===== config.mk =====
export PLATFORM = sky130hd
export DESIGN_NAME = glyph_quad_layout_with_shadow
export DESIGN_NICKNAME = d
export VERILOG_FILES = /design/src/hdl/gqls_pkg.sv /design/src/hdl/glyph_quad_layout_with_shadow.sv /design/src/hdl/gqls_front.sv /design/src/hdl/gqls_fifo.sv /design/src/hdl/gqls_back.sv
export SDC_FILE = /design/constraint.sdc
export NUM_CORES = 1
export LEC_CHECK = 0
export ABC_AREA = 1
export ABC_CLOCK_PERIOD_IN_PS = 11700
export BUFFER_PORTS_ARGS = -buffer_cell sky130_fd_sc_hd__buf_2
export CORE_MARGIN = 1
export CORE_UTILIZATION = 50
export DETAILED_ROUTE_END_ITERATION = 10
export HOLD_SLACK_MARGIN = 0.05
export PLACE_DENSITY_LB_ADDON = 0.08
export SETUP_SLACK_MARGIN = 0.02
export SLEW_MARGIN = 20
export SYNTH_ARGS = -nofsm -noshare
export SYNTH_HDL_FRONTEND = slang
export SYNTH_SLANG_ARGS = --single-unit

===== constraint.sdc =====
create_clock -name clock -period 11.7 [get_ports clock]
set_clock_uncertainty 0.05 [all_clocks]
set_input_delay 1.755 -clock clock [delete_from_list [all_inputs] [get_ports clock]]
set_output_delay 1.755 -clock clock [all_outputs]
set_load 0.005 [all_outputs]

===== src/hdl/gqls_pkg.sv =====
package gqls_pkg;

   localparam int Q_W = 24;
   localparam int SUM_W = 27;
   localparam int CNT_W = 6;
   localparam int FIFO_DEPTH = 4;
   localparam int PTR_W = $clog2(FIFO_DEPTH);
   localparam int MAX_SHADOW_SIZE = 4;
   localparam logic [20:0] NEWLINE_CODE = 21'd10;

   localparam logic signed [SUM_W-1:0] Q_MAX = SUM_W'(8388607);
   localparam logic signed [SUM_W-1:0] Q_MIN = -SUM_W'(8388608);

   typedef enum logic [2:0] {
      REG_LINE_HEIGHT   = 3'd0,
      REG_MAX_WIDTH     = 3'd1,
      REG_SHADOW_SIZE   = 3'd2,
      REG_SHADOW_OFFS_X = 3'd3,
      REG_SHADOW_OFFS_Y = 3'd4
   } reg_index_type;

   typedef struct packed {
      logic        [15:0] line_height;
      logic        [19:0] max_width;
      logic        [2:0]  shadow_size;
      logic signed [11:0] shadow_offset_x;
      logic signed [11:0] shadow_offset_y;
   } cfg_type;

   typedef struct packed {
      logic signed [Q_W-1:0] bottom_y;
      logic signed [Q_W-1:0] right_x;
      logic signed [Q_W-1:0] top_y;
      logic signed [Q_W-1:0] left_x;
   } quad_type;

   function automatic logic signed [Q_W-1:0] sat24(input logic signed [SUM_W-1:0] v);
      logic signed [Q_W-1:0] r;
      if (v > Q_MAX) begin
         r = Q_MAX[Q_W-1:0];
      end else if (v < Q_MIN) begin
         r = Q_MIN[Q_W-1:0];
      end else begin
         r = v[Q_W-1:0];
      end
      return r;
   endfunction

endpackage


===== src/hdl/glyph_quad_layout_with_shadow.sv =====
// Glyph quad layout with shadow copies.
// req channel: one beat per character, code plus font metrics. new_text puts
// the pen at the origin first; code 10 is a newline.
// rsp channel: per character, the shadow copies in scan order (tuser = 1),
// then the main quad with tlast = 1. Coordinates are Q20.4 and saturate.
// csr channel: register writes, always ready; write only while idle.
// On an idle block an accepted req beat is written into the quad queue and
// then into the output register that drives rsp_tvalid.
// Throughput: the front takes one character a cycle while the four-entry
// quad queue has room. The back produces one rsp beat a cycle while a quad
// waits and the receiver takes beats; a character gives n shadow beats and
// one main beat (n = 0 with shadows off; 1, 4, 16 or 36 for spread 1 to 4).
// When the receiver stalls, the output register holds its beat, the back
// stops, the queue fills and req_tready drops once it is full.
// Reset (synchronous, high) zeroes the pen, the registers and the output
// valid and empties the queue; no clearing pass is needed.
module glyph_quad_layout_with_shadow (
   input  logic          clock,
   input  logic          reset,
   input  logic          req_tvalid,
   output logic          req_tready,
   // new_text, char_code[20:0], glyph_present, advance[15:0], glyph_width[15:0],
   // glyph_height[15:0], bearing_x[15:0], bearing_y[15:0], zero pad
   input  logic [103:0]  req_tdata,
   output logic          rsp_tvalid,
   input  logic          rsp_tready,
   // left_x[23:0], top_y[23:0], right_x[23:0], bottom_y[23:0], copy_number[5:0],
   // zero pad
   output logic [103:0]  rsp_tdata,
   // is_shadow
   output logic          rsp_tuser,
   output logic          rsp_tlast,
   input  logic          csr_valid,
   output logic          csr_ready,
   input  logic [2:0]    csr_index,
   input  logic [19:0]   csr_data
);

   gqls_pkg::cfg_type            cfg_ff;
   logic                         q_push, q_pop, q_full, q_empty;
   gqls_pkg::quad_type           front_quad, head_quad, out_quad;
   logic [gqls_pkg::CNT_W-1:0]   out_copy;

   assign csr_ready  = 1'b1;
   assign req_tready = !q_full;
   assign q_push     = req_tvalid && req_tready;

   always_ff @(posedge clock) begin
      if (reset) begin
         cfg_ff <= '0;
      end else if (csr_valid) begin
         case (gqls_pkg::reg_index_type'(csr_index))
            gqls_pkg::REG_LINE_HEIGHT:   cfg_ff.line_height     <= csr_data[15:0];
            gqls_pkg::REG_MAX_WIDTH:     cfg_ff.max_width       <= csr_data;
            gqls_pkg::REG_SHADOW_SIZE:   cfg_ff.shadow_size     <= csr_data[2:0];
            gqls_pkg::REG_SHADOW_OFFS_X: cfg_ff.shadow_offset_x <= csr_data[11:0];
            gqls_pkg::REG_SHADOW_OFFS_Y: cfg_ff.shadow_offset_y <= csr_data[11:0];
            default: ;
         endcase
      end
   end

   gqls_front u_front (
      .clock         (clock),
      .reset         (reset),
      .cfg           (cfg_ff),
      .take          (q_push),
      .new_text      (req_tdata[0]),
      .char_code     (req_tdata[21:1]),
      .glyph_present (req_tdata[22]),
      .advance       (req_tdata[38:23]),
      .glyph_width   (req_tdata[54:39]),
      .glyph_height  (req_tdata[70:55]),
      .bearing_x     (req_tdata[86:71]),
      .bearing_y     (req_tdata[102:87]),
      .quad          (front_quad)
   );

   gqls_fifo u_fifo (
      .clock   (clock),
      .reset   (reset),
      .push    (q_push),
      .pop     (q_pop),
      .wr_quad (front_quad),
      .rd_quad (head_quad),
      .full    (q_full),
      .empty   (q_empty)
   );

   gqls_back u_back (
      .clock      (clock),
      .reset      (reset),
      .cfg        (cfg_ff),
      .head       (head_quad),
      .head_valid (!q_empty),
      .pop        (q_pop),
      .out_valid  (rsp_tvalid),
      .out_ready  (rsp_tready),
      .out_quad   (out_quad),
      .out_copy   (out_copy),
      .out_shadow (rsp_tuser),
      .out_last   (rsp_tlast)
   );

   assign rsp_tdata = {2'b00, out_copy, out_quad};

   a_last_not_shadow: assert property (@(posedge clock) disable iff (reset)
      rsp_tvalid |-> (rsp_tlast != rsp_tuser))
      else $error("main quad flag and shadow flag disagree");

   a_no_shadow_single: assert property (@(posedge clock) disable iff (reset)
      (rsp_tvalid && cfg_ff.shadow_size == 3'd0) |-> (rsp_tlast && out_copy == '0))
      else $error("shadow beat with shadows off");

   a_copy_range: assert property (@(posedge clock) disable iff (reset)
      (rsp_tvalid && rsp_tuser) |-> (out_copy < 6'd36))
      else $error("shadow copy number out of range");

   a_pop_nonempty: assert property (@(posedge clock) disable iff (reset)
      q_pop |-> !q_empty)
      else $error("queue popped while empty");

endmodule


===== src/hdl/gqls_front.sv =====
module gqls_front (
   input  logic                 clock,
   input  logic                 reset,
   input  gqls_pkg::cfg_type    cfg,
   input  logic                 take,
   input  logic                 new_text,
   input  logic [20:0]          char_code,
   input  logic                 glyph_present,
   input  logic [15:0]          advance,
   input  logic [15:0]          glyph_width,
   input  logic [15:0]          glyph_height,
   input  logic signed [15:0]   bearing_x,
   input  logic signed [15:0]   bearing_y,
   output gqls_pkg::quad_type   quad
);

   logic signed [gqls_pkg::Q_W-1:0] pen_x_ff, pen_x_in;
   logic signed [gqls_pkg::Q_W-1:0] pen_y_ff, pen_y_in;

   logic signed [gqls_pkg::Q_W-1:0]   px, py;
   logic signed [gqls_pkg::SUM_W-1:0] px_adv, py_lh, bx_e, by_e, gw_e, gh_e;
   logic                              wrap;

   always_comb begin
      px = new_text ? '0 : pen_x_ff;
      py = new_text ? '0 : pen_y_ff;
      bx_e = gqls_pkg::SUM_W'(bearing_x);
      by_e = gqls_pkg::SUM_W'(bearing_y);
      gw_e = gqls_pkg::SUM_W'({1'b0, glyph_width});
      gh_e = gqls_pkg::SUM_W'({1'b0, glyph_height});
      px_adv = gqls_pkg::SUM_W'(px) + gqls_pkg::SUM_W'({1'b0, advance});
      py_lh = gqls_pkg::SUM_W'(py) + gqls_pkg::SUM_W'({1'b0, cfg.line_height});
      wrap = (cfg.max_width != '0) && (px != '0) &&
             (px_adv >= gqls_pkg::SUM_W'({1'b0, cfg.max_width}));
      quad = '0;
      pen_x_in = px;
      pen_y_in = py;
      if (char_code == gqls_pkg::NEWLINE_CODE) begin
         pen_x_in = '0;
         pen_y_in = gqls_pkg::sat24(py_lh);
      end else if (glyph_present) begin
         if (wrap) begin
            px = '0;
            py = gqls_pkg::sat24(py_lh);
            px_adv = gqls_pkg::SUM_W'({1'b0, advance});
         end
         quad.left_x   = gqls_pkg::sat24(gqls_pkg::SUM_W'(px) + bx_e);
         quad.top_y    = gqls_pkg::sat24(gqls_pkg::SUM_W'(py) + by_e);
         quad.right_x  = gqls_pkg::sat24(gqls_pkg::SUM_W'(px) + bx_e + gw_e);
         quad.bottom_y = gqls_pkg::sat24(gqls_pkg::SUM_W'(py) + by_e + gh_e);
         pen_x_in = gqls_pkg::sat24(px_adv);
         pen_y_in = py;
      end
   end

   always_ff @(posedge clock) begin
      if (reset) begin
         pen_x_ff <= '0;
         pen_y_ff <= '0;
      end else if (take) begin
         pen_x_ff <= pen_x_in;
         pen_y_ff <= pen_y_in;
      end
   end

endmodule


===== src/hdl/gqls_fifo.sv =====
module gqls_fifo (
   input  logic               clock,
   input  logic               reset,
   input  logic               push,
   input  logic               pop,
   input  gqls_pkg::quad_type wr_quad,
   output gqls_pkg::quad_type rd_quad,
   output logic               full,
   output logic               empty
);

   gqls_pkg::quad_type               mem_ff [gqls_pkg::FIFO_DEPTH];
   logic [gqls_pkg::PTR_W-1:0]       wr_ptr_ff, rd_ptr_ff;
   logic [gqls_pkg::PTR_W:0]         count_ff, count_in;

   assign full    = (count_ff == (gqls_pkg::PTR_W+1)'(gqls_pkg::FIFO_DEPTH));
   assign empty   = (count_ff == '0);
   assign rd_quad = mem_ff[rd_ptr_ff];

   always_comb begin
      count_in = count_ff;
      if (push && !pop) begin
         count_in = count_ff + 1'b1;
      end else if (pop && !push) begin
         count_in = count_ff - 1'b1;
      end
   end

   always_ff @(posedge clock) begin
      if (reset) begin
         wr_ptr_ff <= '0;
         rd_ptr_ff <= '0;
         count_ff  <= '0;
      end else begin
         if (push) begin
            wr_ptr_ff <= wr_ptr_ff + 1'b1;
         end
         if (pop) begin
            rd_ptr_ff <= rd_ptr_ff + 1'b1;
         end
         count_ff <= count_in;
      end
   end

   always_ff @(posedge clock) begin
      if (push) begin
         mem_ff[wr_ptr_ff] <= wr_quad;
      end
   end

endmodule


===== src/hdl/gqls_back.sv =====
module gqls_back (
   input  logic                          clock,
   input  logic                          reset,
   input  gqls_pkg::cfg_type             cfg,
   input  gqls_pkg::quad_type            head,
   input  logic                          head_valid,
   output logic                          pop,
   output logic                          out_valid,
   input  logic                          out_ready,
   output gqls_pkg::quad_type            out_quad,
   output logic [gqls_pkg::CNT_W-1:0]    out_copy,
   output logic                          out_shadow,
   output logic                          out_last
);

   logic                         valid_ff;
   gqls_pkg::quad_type           quad_ff, quad_in;
   logic [gqls_pkg::CNT_W-1:0]   copy_ff, copy_in;
   logic                         shadow_ff, shadow_in, last_ff, last_in;
   logic [gqls_pkg::CNT_W-1:0]   cnt_ff, cnt_in;
   logic signed [3:0]            sx_ff, sy_ff, sx_in, sy_in;

   logic [2:0]                   s;
   logic signed [3:0]            lim, cur_sx, cur_sy, nx, ny;
   logic [gqls_pkg::CNT_W-1:0]   total;
   logic                         emit_main, step;
   logic signed [16:0]           dx, dy;

   function automatic logic [3:0] mag(input logic signed [3:0] v);
      return (v < 0) ? 4'(-v) : 4'(v);
   endfunction

   function automatic logic diag(input logic signed [3:0] x, input logic signed [3:0] y,
                                 input logic [2:0] sz);
      return (sz != 3'd1) && (mag(x) == mag(y));
   endfunction

   // scan order: x inner, y outer
   function automatic logic [7:0] raw_step(input logic signed [3:0] x,
                                           input logic signed [3:0] y,
                                           input logic signed [3:0] l);
      logic [7:0] r;
      if (x == l) begin
         r = {4'(-l), 4'(y + 4'sd1)};
      end else begin
         r = {4'(x + 4'sd1), y};
      end
      return r;
   endfunction

   assign out_valid  = valid_ff;
   assign out_quad   = quad_ff;
   assign out_copy   = copy_ff;
   assign out_shadow = shadow_ff;
   assign out_last   = last_ff;

   always_comb begin
      logic [7:0] c;
      s = (cfg.shadow_size > 3'(gqls_pkg::MAX_SHADOW_SIZE)) ?
          3'(gqls_pkg::MAX_SHADOW_SIZE) : cfg.shadow_size;
      lim = 4'(s) - 4'sd1;
      if (s <= 3'd1) begin
         total = gqls_pkg::CNT_W'(s);
      end else begin
         total = gqls_pkg::CNT_W'((2 * s - 1) * (2 * s - 1) - (4 * s - 3));
      end
      // first cell of the first row skips the corner
      if (cnt_ff == '0) begin
         cur_sx = (s == 3'd1) ? 4'sd0 : 4'(-(lim - 4'sd1));
         cur_sy = (s == 3'd1) ? 4'sd0 : 4'(-lim);
      end else begin
         cur_sx = sx_ff;
         cur_sy = sy_ff;
      end
      c = raw_step(cur_sx, cur_sy, lim);
      if (diag(c[7:4], c[3:0], s)) begin
         c = raw_step(c[7:4], c[3:0], lim);
      end
      if (diag(c[7:4], c[3:0], s)) begin
         c = raw_step(c[7:4], c[3:0], lim);
      end
      nx = c[7:4];
      ny = c[3:0];

      dx = 17'((18'(cfg.shadow_offset_x) + 18'(cur_sx)) <<< 4);
      dy = 17'((18'(cfg.shadow_offset_y) + 18'(cur_sy)) <<< 4);

      emit_main = (s == 3'd0) || (cnt_ff == total);
      step = head_valid && (!valid_ff || out_ready);
      pop = step && emit_main;

      quad_in   = head;
      copy_in   = cnt_ff;
      shadow_in = !emit_main;
      last_in   = emit_main;
      cnt_in    = cnt_ff;
      sx_in     = sx_ff;
      sy_in     = sy_ff;
      if (!emit_main) begin
         quad_in.left_x   = gqls_pkg::sat24(gqls_pkg::SUM_W'(head.left_x) +
                                            gqls_pkg::SUM_W'(dx));
         quad_in.right_x  = gqls_pkg::sat24(gqls_pkg::SUM_W'(head.right_x) +
                                            gqls_pkg::SUM_W'(dx));
         quad_in.top_y    = gqls_pkg::sat24(gqls_pkg::SUM_W'(head.top_y) +
                                            gqls_pkg::SUM_W'(dy));
         quad_in.bottom_y = gqls_pkg::sat24(gqls_pkg::SUM_W'(head.bottom_y) +
                                            gqls_pkg::SUM_W'(dy));
      end
      if (step) begin
         if (emit_main) begin
            cnt_in = '0;
         end else begin
            cnt_in = cnt_ff + 1'b1;
            sx_in  = nx;
            sy_in  = ny;
         end
      end
   end

   always_ff @(posedge clock) begin
      if (reset) begin
         valid_ff <= 1'b0;
         cnt_ff   <= '0;
      end else begin
         if (step) begin
            valid_ff <= 1'b1;
         end else if (out_ready) begin
            valid_ff <= 1'b0;
         end
         cnt_ff <= cnt_in;
      end
   end

   always_ff @(posedge clock) begin
      sx_ff <= sx_in;
      sy_ff <= sy_in;
      if (step) begin
         quad_ff   <= quad_in;
         copy_ff   <= copy_in;
         shadow_ff <= shadow_in;
         last_ff   <= last_in;
      end
   end

endmodule

=== Word level (Yosys, flattened, before mapping) ===
Memories as Yosys holds them, arrays and structs flattened. A register that Yosys moved wholly into a read port is not among the register bits.
Index checks and enable logic that the tools add are counted.

* Add/subtract/negate cells: 34
* $lt $le $gt $ge: 27
* Reduce and logical (&&, ||, !) cells: 31
* Equality and inequality tests: 14
* Mux-type cells: 62
* Multiply operators: 1
* Bitwise operators: 1

{| class="wikitable"
|+ Operators by type and width
! cell !! count
|-
| $mux W24 || 32
|-
| $mux W96 || 3
|-
| $gt A27 B24 Y1 const B || 10
|-
| $lt A27 B24 Y1 const B || 10
|-
| $add A24 B17 Y25 || 6
|-
| $mux W27 || 3
|-
| $add A27 B17 Y27 || 2
|-
| $add A24 B16 Y25 || 2
|-
| $mux W8 || 5
|-
| $mul A32 B32 Y6 || 1
|-
| $mux W4 || 8
|-
| $ge A27 B20 Y1 || 1
|-
| $add A12 B4 Y13 || 2
|-
| $add A4 B2 Y4 const B || 6
|-
| $neg A4 Y4 || 6
|-
| $reduce_bool A24 Y1 || 1
|-
| $eq A21 B4 Y1 const B || 1
|-
| $eq A4 B4 Y1 || 5
|-
| $reduce_bool A20 Y1 || 1
|-
| $lt A4 B1 Y1 const B || 4
|-
| $mux W6 || 2
|-
| $reduce_and A2 Y1 || 6
|-
| $logic_and A1 B1 Y1 || 9
|-
| $logic_not A3 Y1 || 3
|-
| 24 further kinds || 41
|}

* Input bits: 132
* Word-level logic and storage cells: 192
* Register bits: 237
* Memory bits (writable): 384
* Memories: 1

{| class="wikitable"
|+ Memories
! name !! words !! width !! read ports !! clocked after memory_dff !! write ports !! line !! source
|-
| u_fifo.mem_ff || 4 || 96 || 1 || 1 || 1 || gqls_fifo.sv:12 || <nowiki>gqls_pkg::quad_type mem_ff [gqls_pkg::FIFO_DEPTH];</nowiki>
|}

=== Longest topological paths before layout ===
Gate-level depths: netlist of run 1.

* Word-level depth: 19
* Mapped depth: 60
* Mapped depth without buffers: 56

=== Hierarchy ===
From an unflattened synthesis of run 1, not the netlist that was laid out.

* Cell total of the unflattened synthesis: 4,895
* Area total of the unflattened synthesis: 40,178.5 µm²

{| class="wikitable"
|+ By module, submodules not included
! module !! cells an instance !! area an instance (µm²) !! times used
|-
| gqls_fifo || 986 || 14,721.6 || 1
|-
| gqls_front || 2,040 || 11,596.1 || 1
|-
| gqls_back || 1,481 || 11,234.5 || 1
|-
| glyph_quad_layout_with_shadow || 388 || 2,626.3 || 1
|}

=== Worst setup path before layout of run 1 ===
No wires, ideal clock.

* Path kind: input port to flip-flop
* Start: input port rsp_tready
* End: register u_fifo.count_ff[1] in the netlist's numbering
* Data arrival time: 9.209 ns
* Path buffers: 0
* Stages: 10
* Library setup time: 0.120 ns
* Slack: 2.321 ns
* Required time: 11.530 ns
* Path through: nor2_1 a31oi_1 inv_1 nor2_1 inv_1 ha_1 inv_1 fa_1 o21ai_0 a21oi_1

* Longest elaborated chain between the ends: 6
* Elaborated cells between the ends (all ways): 8
* Those cells by class: 1 x mux; 7 x reduce/logical

{| class="wikitable"
|+ Ends and longest elaborated chain
! item !! line !! source
|-
| from (decl) || glyph_quad_layout_with_shadow.sv:26 || <nowiki>input logic rsp_tready,</nowiki>
|-
| $logic_or A1 B1 Y1 || gqls_back.sv:89 || <nowiki>step = head_valid && (!valid_ff || out_ready);</nowiki>
|-
| $logic_and A1 B1 Y1 || gqls_back.sv:89 ||
|-
| via u_back.step || gqls_back.sv:26 || <nowiki>logic emit_main, step;</nowiki>
|-
| $logic_and A1 B1 Y1 || gqls_back.sv:90 || <nowiki>pop = step && emit_main;</nowiki>
|-
| $logic_not A1 Y1 || gqls_fifo.sv:22 || <nowiki>if (push && !pop) begin</nowiki>
|-
| $logic_and A1 B1 Y1 || gqls_fifo.sv:22 ||
|-
| $mux W3 || gqls_fifo.sv:22 ||
|-
| via u_fifo.count_in (one bit) || gqls_fifo.sv:14 || <nowiki>logic [gqls_pkg::PTR_W:0] count_ff, count_in;</nowiki>
|-
| to (signal assigned) || gqls_fifo.sv:41 || <nowiki>count_ff <= count_in;</nowiki>
|-
| to (decl) || gqls_fifo.sv:14 ||
|}

The timed path passes the listed nets, and every way through them passes these cells.
A chain may end at the register's enable or synchronous reset.

==> results.sh, run 1 <==
export IMPL_cap_violations=0
export IMPL_synth_ff_type="edfxtp_1"
export IMPL_setup_tns_ns=0
export IMPL_slew_headroom=0.270
export IMPL_clkSinkCount=623
export IMPL_cp_end_kind="register"
export IMPL_core_um2=76300
export IMPL_p_leak_nw=18.7
export IMPL_drcViolationCount=0
export IMPL_grt_max_degree=193
export IMPL_async_reset_ff_frac=0
export IMPL_max_freq_mhz=94.5
export IMPL_synth_edf_count=496
export IMPL_track_usage=0.291
export IMPL_cts_resized=0
export IMPL_crit_type="primary input to register"
export IMPL_layout_common_cells="nand2_1 (960), nor2_1 (498), edfxtp_1 (496)"
export IMPL_grt_setup_unrepaired="false"
export IMPL_stdcell_count=5894
export IMPL_die_x_um=280
export IMPL_powerDensity_nw_per_um2=230
export IMPL_status="finished, final reports clean"
export IMPL_cp_arrival_ns=10.87
export IMPL_peakVddDrop_v=0.000224
export IMPL_nets=5204
export IMPL_grt_pass1_wl_um=175000
export IMPL_post_dp_cell_area_um2=40900
export IMPL_start_util=0.508
export IMPL_ys_ff_latch=623
export IMPL_ant_nets=0
export IMPL_clkSlewWorstSetupHoldPaths_ns=0.06
export IMPL_m1WireLength_um=52700
export IMPL_tightest_slew_ns=1.09
export IMPL_cts_buffers=73
export IMPL_cts_tree="done"
export IMPL_wire_per_inst_um=19.6
export IMPL_crit_required_ns=11.98
export IMPL_syn_area_um2=38700
export IMPL_whs_ns=0.400
export IMPL_regArea_um2=17400
export IMPL_worst_path_most_repeated_cell="nand2_1"
export IMPL_antenna_found_initial=4
export IMPL_synth_avg_cell_area_um2=8.38
export IMPL_post_route_period_util=0.905
export IMPL_drt_vias_per_instance=5.57
export IMPL_slowest_stage="a21oi_1"
export IMPL_multi_input_area_um2=19100
export IMPL_cts_hold_fix_buffers=0
export IMPL_min_period_ns=10.58
export IMPL_crit_path_max_incr_delay_ns=0.66
export IMPL_boundaryPins=241
export IMPL_insertion_delay_ns=0.63
export IMPL_highest_layer="met5"
export IMPL_place_inst=5763
export IMPL_wl_met2_um=50800
export IMPL_routabilityCongestion=0.958
export IMPL_first_global_vias=30100
export IMPL_synth_cell_types=56
export IMPL_start_kind="primary input"
export IMPL_drive_above_1_share=0.102
export IMPL_syn_to_final_growth_pct=11.8
export IMPL_firstDrtPassIters=6
export IMPL_finalHoldViolations=0
export IMPL_drt_iter0_markers=2642
export IMPL_die_area_um2=78600
export IMPL_die_h_um=280
export IMPL_dp_final_hpwl_um=81600
export IMPL_yosysWarningCount=0
export IMPL_p_total_mw=9.98
export IMPL_via_count=32800
export IMPL_hp_class="register to register"
export IMPL_stdcell_area_um2=43300
export IMPL_seq_area_frac_synth=0.450
export IMPL_drt_wl_total_um=115000
export IMPL_clk_path_buf_depth=3
export IMPL_setup_viol=0
export IMPL_root_buffer="clkbuf_16"
export IMPL_mostFrequentLayoutCell="nand2_1"
export IMPL_crit_fanout=36
export IMPL_rows=101
export IMPL_grt_ovfl_total=0
export IMPL_numPortBuffers=236
export IMPL_fillCellCount=7119
export IMPL_htree_num_levels=3
export IMPL_post_cts_buffers=0
export IMPL_netlist_instances=4622
export IMPL_wl_met3_um=8470
export IMPL_slew_viol_final=0
## registers in the layout, indices dropped and copies added (netlist names), 6 cells and up, named ones only
name and flops:
u_back.out_copy 6, u_back.out_quad 96, cfg_ff 63, u_fifo.mem_ff 384, u_front.pen_x_ff 24, u_back.cnt_ff 6
u_front.pen_y_ff 24
## cells by family after synthesis
group	count (synthesis)	share of synthesized area
AND/OR/NAND/NOR	1830	0.197
AO/OA/AOI/OAI	1105	0.157
buffers and inverters	585	0.0594
adder cells (fa/ha/maj)	264	0.0876
XOR/XNOR	213	0.0482
other	2	0.000194
flip-flops	623	0.450
## worst max-delay path: cells and delay by family
family          cells  cell delay, ns
compound gates     12            3.02
buf+inv             7            1.21
fa+ha+maj           3            1.09
xor+xnor            2            0.64
simple gates       24            3.12
## cell usage after synthesis, types with 9 or more instances
master / number / area, um^2
a21oi_1: 438 / 2190
or2_2: 19 / 119
xnor2_1: 73 / 639
a31oi_1: 11 / 68.8
xor2_1: 140 / 1230
inv_1: 393 / 1480
fa_1: 12 / 240
nand3_1: 199 / 996
o22ai_1: 80 / 500
a21boi_0: 15 / 113
clkbuf_1: 144 / 541
inv_2: 12 / 45.0
o21bai_1: 26 / 195
nor3_1: 24 / 120
edfxtp_1: 496 / 14900
nand4_1: 39 / 244
ha_1: 252 / 3150
nor2_1: 502 / 1880
nor4_1: 15 / 93.8
a32o_1: 16 / 160
nand2_2: 34 / 213
buf_6: 9 / 101
o21ai_1: 21 / 105
nand2_1: 961 / 3610
dfxtp_1: 127 / 2540
o21ai_0: 404 / 2020
o211ai_1: 48 / 360
## per-layer routing
layer,GRT usage,vias to the layer above
li1,-,16300
met5,0,-
met2,0.453,1032
met4,0.0929,2
met3,0.0465,183
met1,0.414,15300
## per-stage QoR
stage / util / worst slack (ns)
after CTS: 0.568 / 1.12
after detailed placement: 0.536 / 0.477
after floorplan: - / 2.32
after global placement: 0.536 / 0.624
after global routing: 0.568 / 0.156
final: 0.568 / 1.12
## cell type report
type / instances / share of cell area
Antenna cell: 2 / 0.000116
Clock buffer: 101 / 0.0472
Clock inverter: 28 / 0.00806
Inverter: 409 / 0.0355
Multi-Input combinational cell: 3415 / 0.440
Sequential cell: 623 / 0.403
Tap cell: 1030 / 0.0297
Timing Repair Buffer: 286 / 0.0365
## path summary, 6_finish.rpt
kind	start	endpoint	slack, ns	cells past startpoint
setup / recovery	req_tdata[0]	u_fifo.mem_ff[2][72]	1.12	48
hold / removal	cfg_ff[16]	cfg_ff[16]	0.40	2
setup reg to reg	u_front.pen_x_ff[1]	u_fifo.mem_ff[2][72]	2.27	53
hold reg to reg	cfg_ff[16]	cfg_ff[16]	0.40	2
## power by group
part           leakage [nW]  switching (mW)  total [mW]  internal (mW)
logic                  11.8            3.02        4.53           1.51
clock network          1.16           0.929        2.29           1.36
registers              5.71           0.128        3.17           3.04
Note: power is estimated with default switching activity, not from simulation.
==> run 2, diff against run 1 <==
--- a/config.mk
+++ b/config.mk
@@ -17,4 +17,5 @@
 export SLEW_MARGIN = 20
 export SYNTH_ARGS = -nofsm -noshare
 export SYNTH_HDL_FRONTEND = slang
+export SYNTH_HIERARCHICAL = 1
 export SYNTH_SLANG_ARGS = --single-unit
==> run 2 against run 1 <==
  * Total power grew 7.8%
  * Sequential power grew 3%
  * Routed wire length grew 1.5%
  * Sequential share of layout area shrank 1.2 points
  * Global-route usage shrank 0.74 points
  * Cell area grew 3.1%
  * Area after synthesis grew 3.7%
  * Worst hold slack gained 0.016 ns
  * Utilization shrank 0.39 points
  * Non-clock buffer count shrank 5
  * First-iteration DRC count grew 10%
  * Largest cell class unchanged
==> results.sh, run 2 <==
export IMPL_status="finished, final reports clean"
export IMPL_powerDensity_nw_per_um2=241
export IMPL_hp_class="register to register"
export IMPL_synth_top_area_share=0.371
export IMPL_synth_area_leaders="edfxtp_1 (37%), nand2_1 (9.3%), ha_1 (8.0%)"
export IMPL_drt_vias_per_instance=5.52
export IMPL_seq_area_frac_synth=0.434
export IMPL_insertion_delay_ns=0.65
export IMPL_boundaryPins=241
export IMPL_die_h_um=285
export IMPL_synth_edf_count=496
export IMPL_combPwrFrac=0.469
export IMPL_final_util=0.564
export IMPL_grt_pass1_wl_um=180000
export IMPL_cp_arrival_ns=10.65
export IMPL_cap_violations=0
export IMPL_r2r_start="u_front/pen_x_ff[1]"
export IMPL_cts_buffers=74
export IMPL_setup_viol=0
export IMPL_drt_wl_total_um=117000
export IMPL_syn_to_final_growth_pct=11.2
export IMPL_grt_ovfl_total=0
export IMPL_worst_path_most_repeated_cell="nand2_1"
export IMPL_synth_avg_cell_area_um2=8.21
export IMPL_slew_headroom=0.302
export IMPL_crit_type="primary input to register"
export IMPL_slew_viol_final=0
export IMPL_dp_final_hpwl_um=84700
export IMPL_cp_end_kind="register"
export IMPL_cts_tree="done"
export IMPL_clk_path_buf_depth=3
export IMPL_layout_common_cells="nand2_1 (992), nor2_1 (655), edfxtp_1 (496)"
export IMPL_htree_num_levels=3
export IMPL_async_reset_ff_frac=0
export IMPL_cp_endpoint="u_fifo/mem_ff[0][57]"
export IMPL_synth_area_leader_cell="edfxtp_1"
export IMPL_grt_max_degree=157
export IMPL_netlist_instances=4895
export IMPL_tightest_slew_ns=1.04
export IMPL_start_util=0.507
export IMPL_crit_path_max_incr_delay_ns=0.53
export IMPL_via_count=34100
export IMPL_nets=5471
export IMPL_r2r_worst_path_cells=46
export IMPL_die_area_um2=81500
export IMPL_ys_ff_latch=623
export IMPL_peakVddDrop_v=0.000140
export IMPL_r2r_end="u_fifo/mem_ff[0][57]"
export IMPL_routabilityCongestion=0.936
export IMPL_crit_required_ns=12.13
export IMPL_p_switching_mw=4.53
export IMPL_grt_setup_unrepaired="false"
export IMPL_synth_common_cells="nand2_1 (992), nor2_1 (657), edfxtp_1 (496)"
export IMPL_min_period_ns=10.22
export IMPL_wire_per_inst_um=18.9
export IMPL_drive_above_1_share=0.106
export IMPL_slowest_stage="a21oi_2"
export IMPL_cts_hold_fix_buffers=0
export IMPL_root_buffer="clkbuf_16"
export IMPL_p_total_mw=10.8
export IMPL_numPortBuffers=236
export IMPL_syn_area_um2=40200
export IMPL_seqPwrFrac=0.303
export IMPL_largest_reg_flops=384
export IMPL_p_leak_nw=19.7
export IMPL_first_global_vias=31700
export IMPL_setup_tns_ns=0
export IMPL_ant_nets=0
export IMPL_mostFrequentLayoutCell="nand2_1"
export IMPL_post_route_period_util=0.873
export IMPL_stdcell_area_um2=44700
export IMPL_max_freq_mhz=97.9
export IMPL_finalHoldViolations=0
export IMPL_cp_startpoint="req_tdata[0]"
export IMPL_post_cts_buffers=0
export IMPL_r2r_slack_ns=2.77
export IMPL_p_clk_frac=0.228
export IMPL_whs_ns=0.416
export IMPL_post_dp_cell_area_um2=42000
export IMPL_yosysWarningCount=6
export IMPL_synth_ff_type="edfxtp_1"
export IMPL_synth_cell_types=67
export IMPL_top_register="u_fifo/mem_ff"
export IMPL_start_kind="primary input"
export IMPL_track_usage=0.284
export IMPL_swShare=0.421
export IMPL_drcViolationCount=0
export IMPL_drt_iter0_markers=2919
export IMPL_core_um2=79300
export IMPL_p_int_mw=6.23
export IMPL_antenna_found_initial=3
export IMPL_crit_fanout=32
export IMPL_synth_most_common_cell="nand2_1"
export IMPL_firstDrtPassIters=6
export IMPL_clkSinkCount=623
export IMPL_die_x_um=285
export IMPL_clkSlewWorstSetupHoldPaths_ns=0.05
export IMPL_cts_resized=0
export IMPL_rows=103
## run 2: cell count changes after synthesis, sizes merged, moves of 39 or more
cell    previous run  this run
clkbuf           144        82
inv              405       453
o21ai            430       391
a21oi            438       376
buf               32       100
nor2             511       679
nand3            206       299
## run 2: worst max-delay path: cells and delay by family
family	cells	cell delay, ns
adders and majority gates	4	1.33
AOI/OAI and AO/OA	11	2.60
buffers and inverters	8	1.75
xor gates and xnor gates	2	0.64
and+or+nand+nor	22	2.58
## run 2: through the flow
| step | setup WS, ns | cells |
|---|---|---|
| floorplan | 2.79 | 4896 |
| global placement | 0.996 | 6045 |
| detailed placement | 1.01 | 6045 |
| CTS | 1.67 | 6183 |
| global route | 0.784 | 6186 |
| finish | 1.48 | 6187 |
## run 2: final cells by class
type	instances	area, um^2
inverter	458	1740
multi-input combinational	3633	20000
timing repair buffer	281	1560
clock inverter	50	678
antenna	4	10.0
tap	1050	1310
fill	7382	34600
clock buffer	88	1970
sequential	623	17400
## run 2: worst min path at each step
stage                              start                   end  slack (ns)  cells after the start
global placement     u_fifo/rd_ptr_ff[1]              register        0.37                      1
CTS                  u_front/pen_x_ff[0]   u_front/pen_x_ff[0]        0.42                      2
global route        u_front/pen_x_ff[23]  u_front/pen_x_ff[23]        0.43                      2
floorplan            u_fifo/rd_ptr_ff[1]              register        0.36                      1
finish              u_front/pen_y_ff[12]  u_front/pen_y_ff[12]        0.42                      2
detailed placement   u_fifo/rd_ptr_ff[1]              register        0.41                      1
## run 2: power by group through the flow
stage	sequential, mW	combinational [mW]	clock (mW)
final	3.26	5.05	2.46
after CTS	3.26	5.00	2.50
after floorplan	3.31	3.58	0
after detailed placement	3.31	4.97	0
after global placement	3.30	4.92	0
after global routing	3.30	5.63	2.59
## run 2: metal layers
| layer | share of wire | vias to the layer above | track usage |
|---|---|---|---|
| li1 | - | 17000 | - |
| met1 | 0.45 | 15900 | 0.393 |
| met2 | 0.46 | 1091 | 0.463 |
| met3 | 0.066 | 163 | 0.0363 |
| met4 | 0.029 | 0 | 0.0884 |
| met5 | 0 | - | 0 |
## run 2: cells by family (layout without fill, tap and decap cells)
logic type	after synthesis	count (layout)	share of synthesized area
compound gates	1013	1013	0.139
other cells	2	7	0.000187
xor+xnor	219	219	0.0477
fa+ha+maj	268	268	0.0857
buf+inv	640	877	0.0698
simple gates	2130	2130	0.224
flops	623	623	0.434
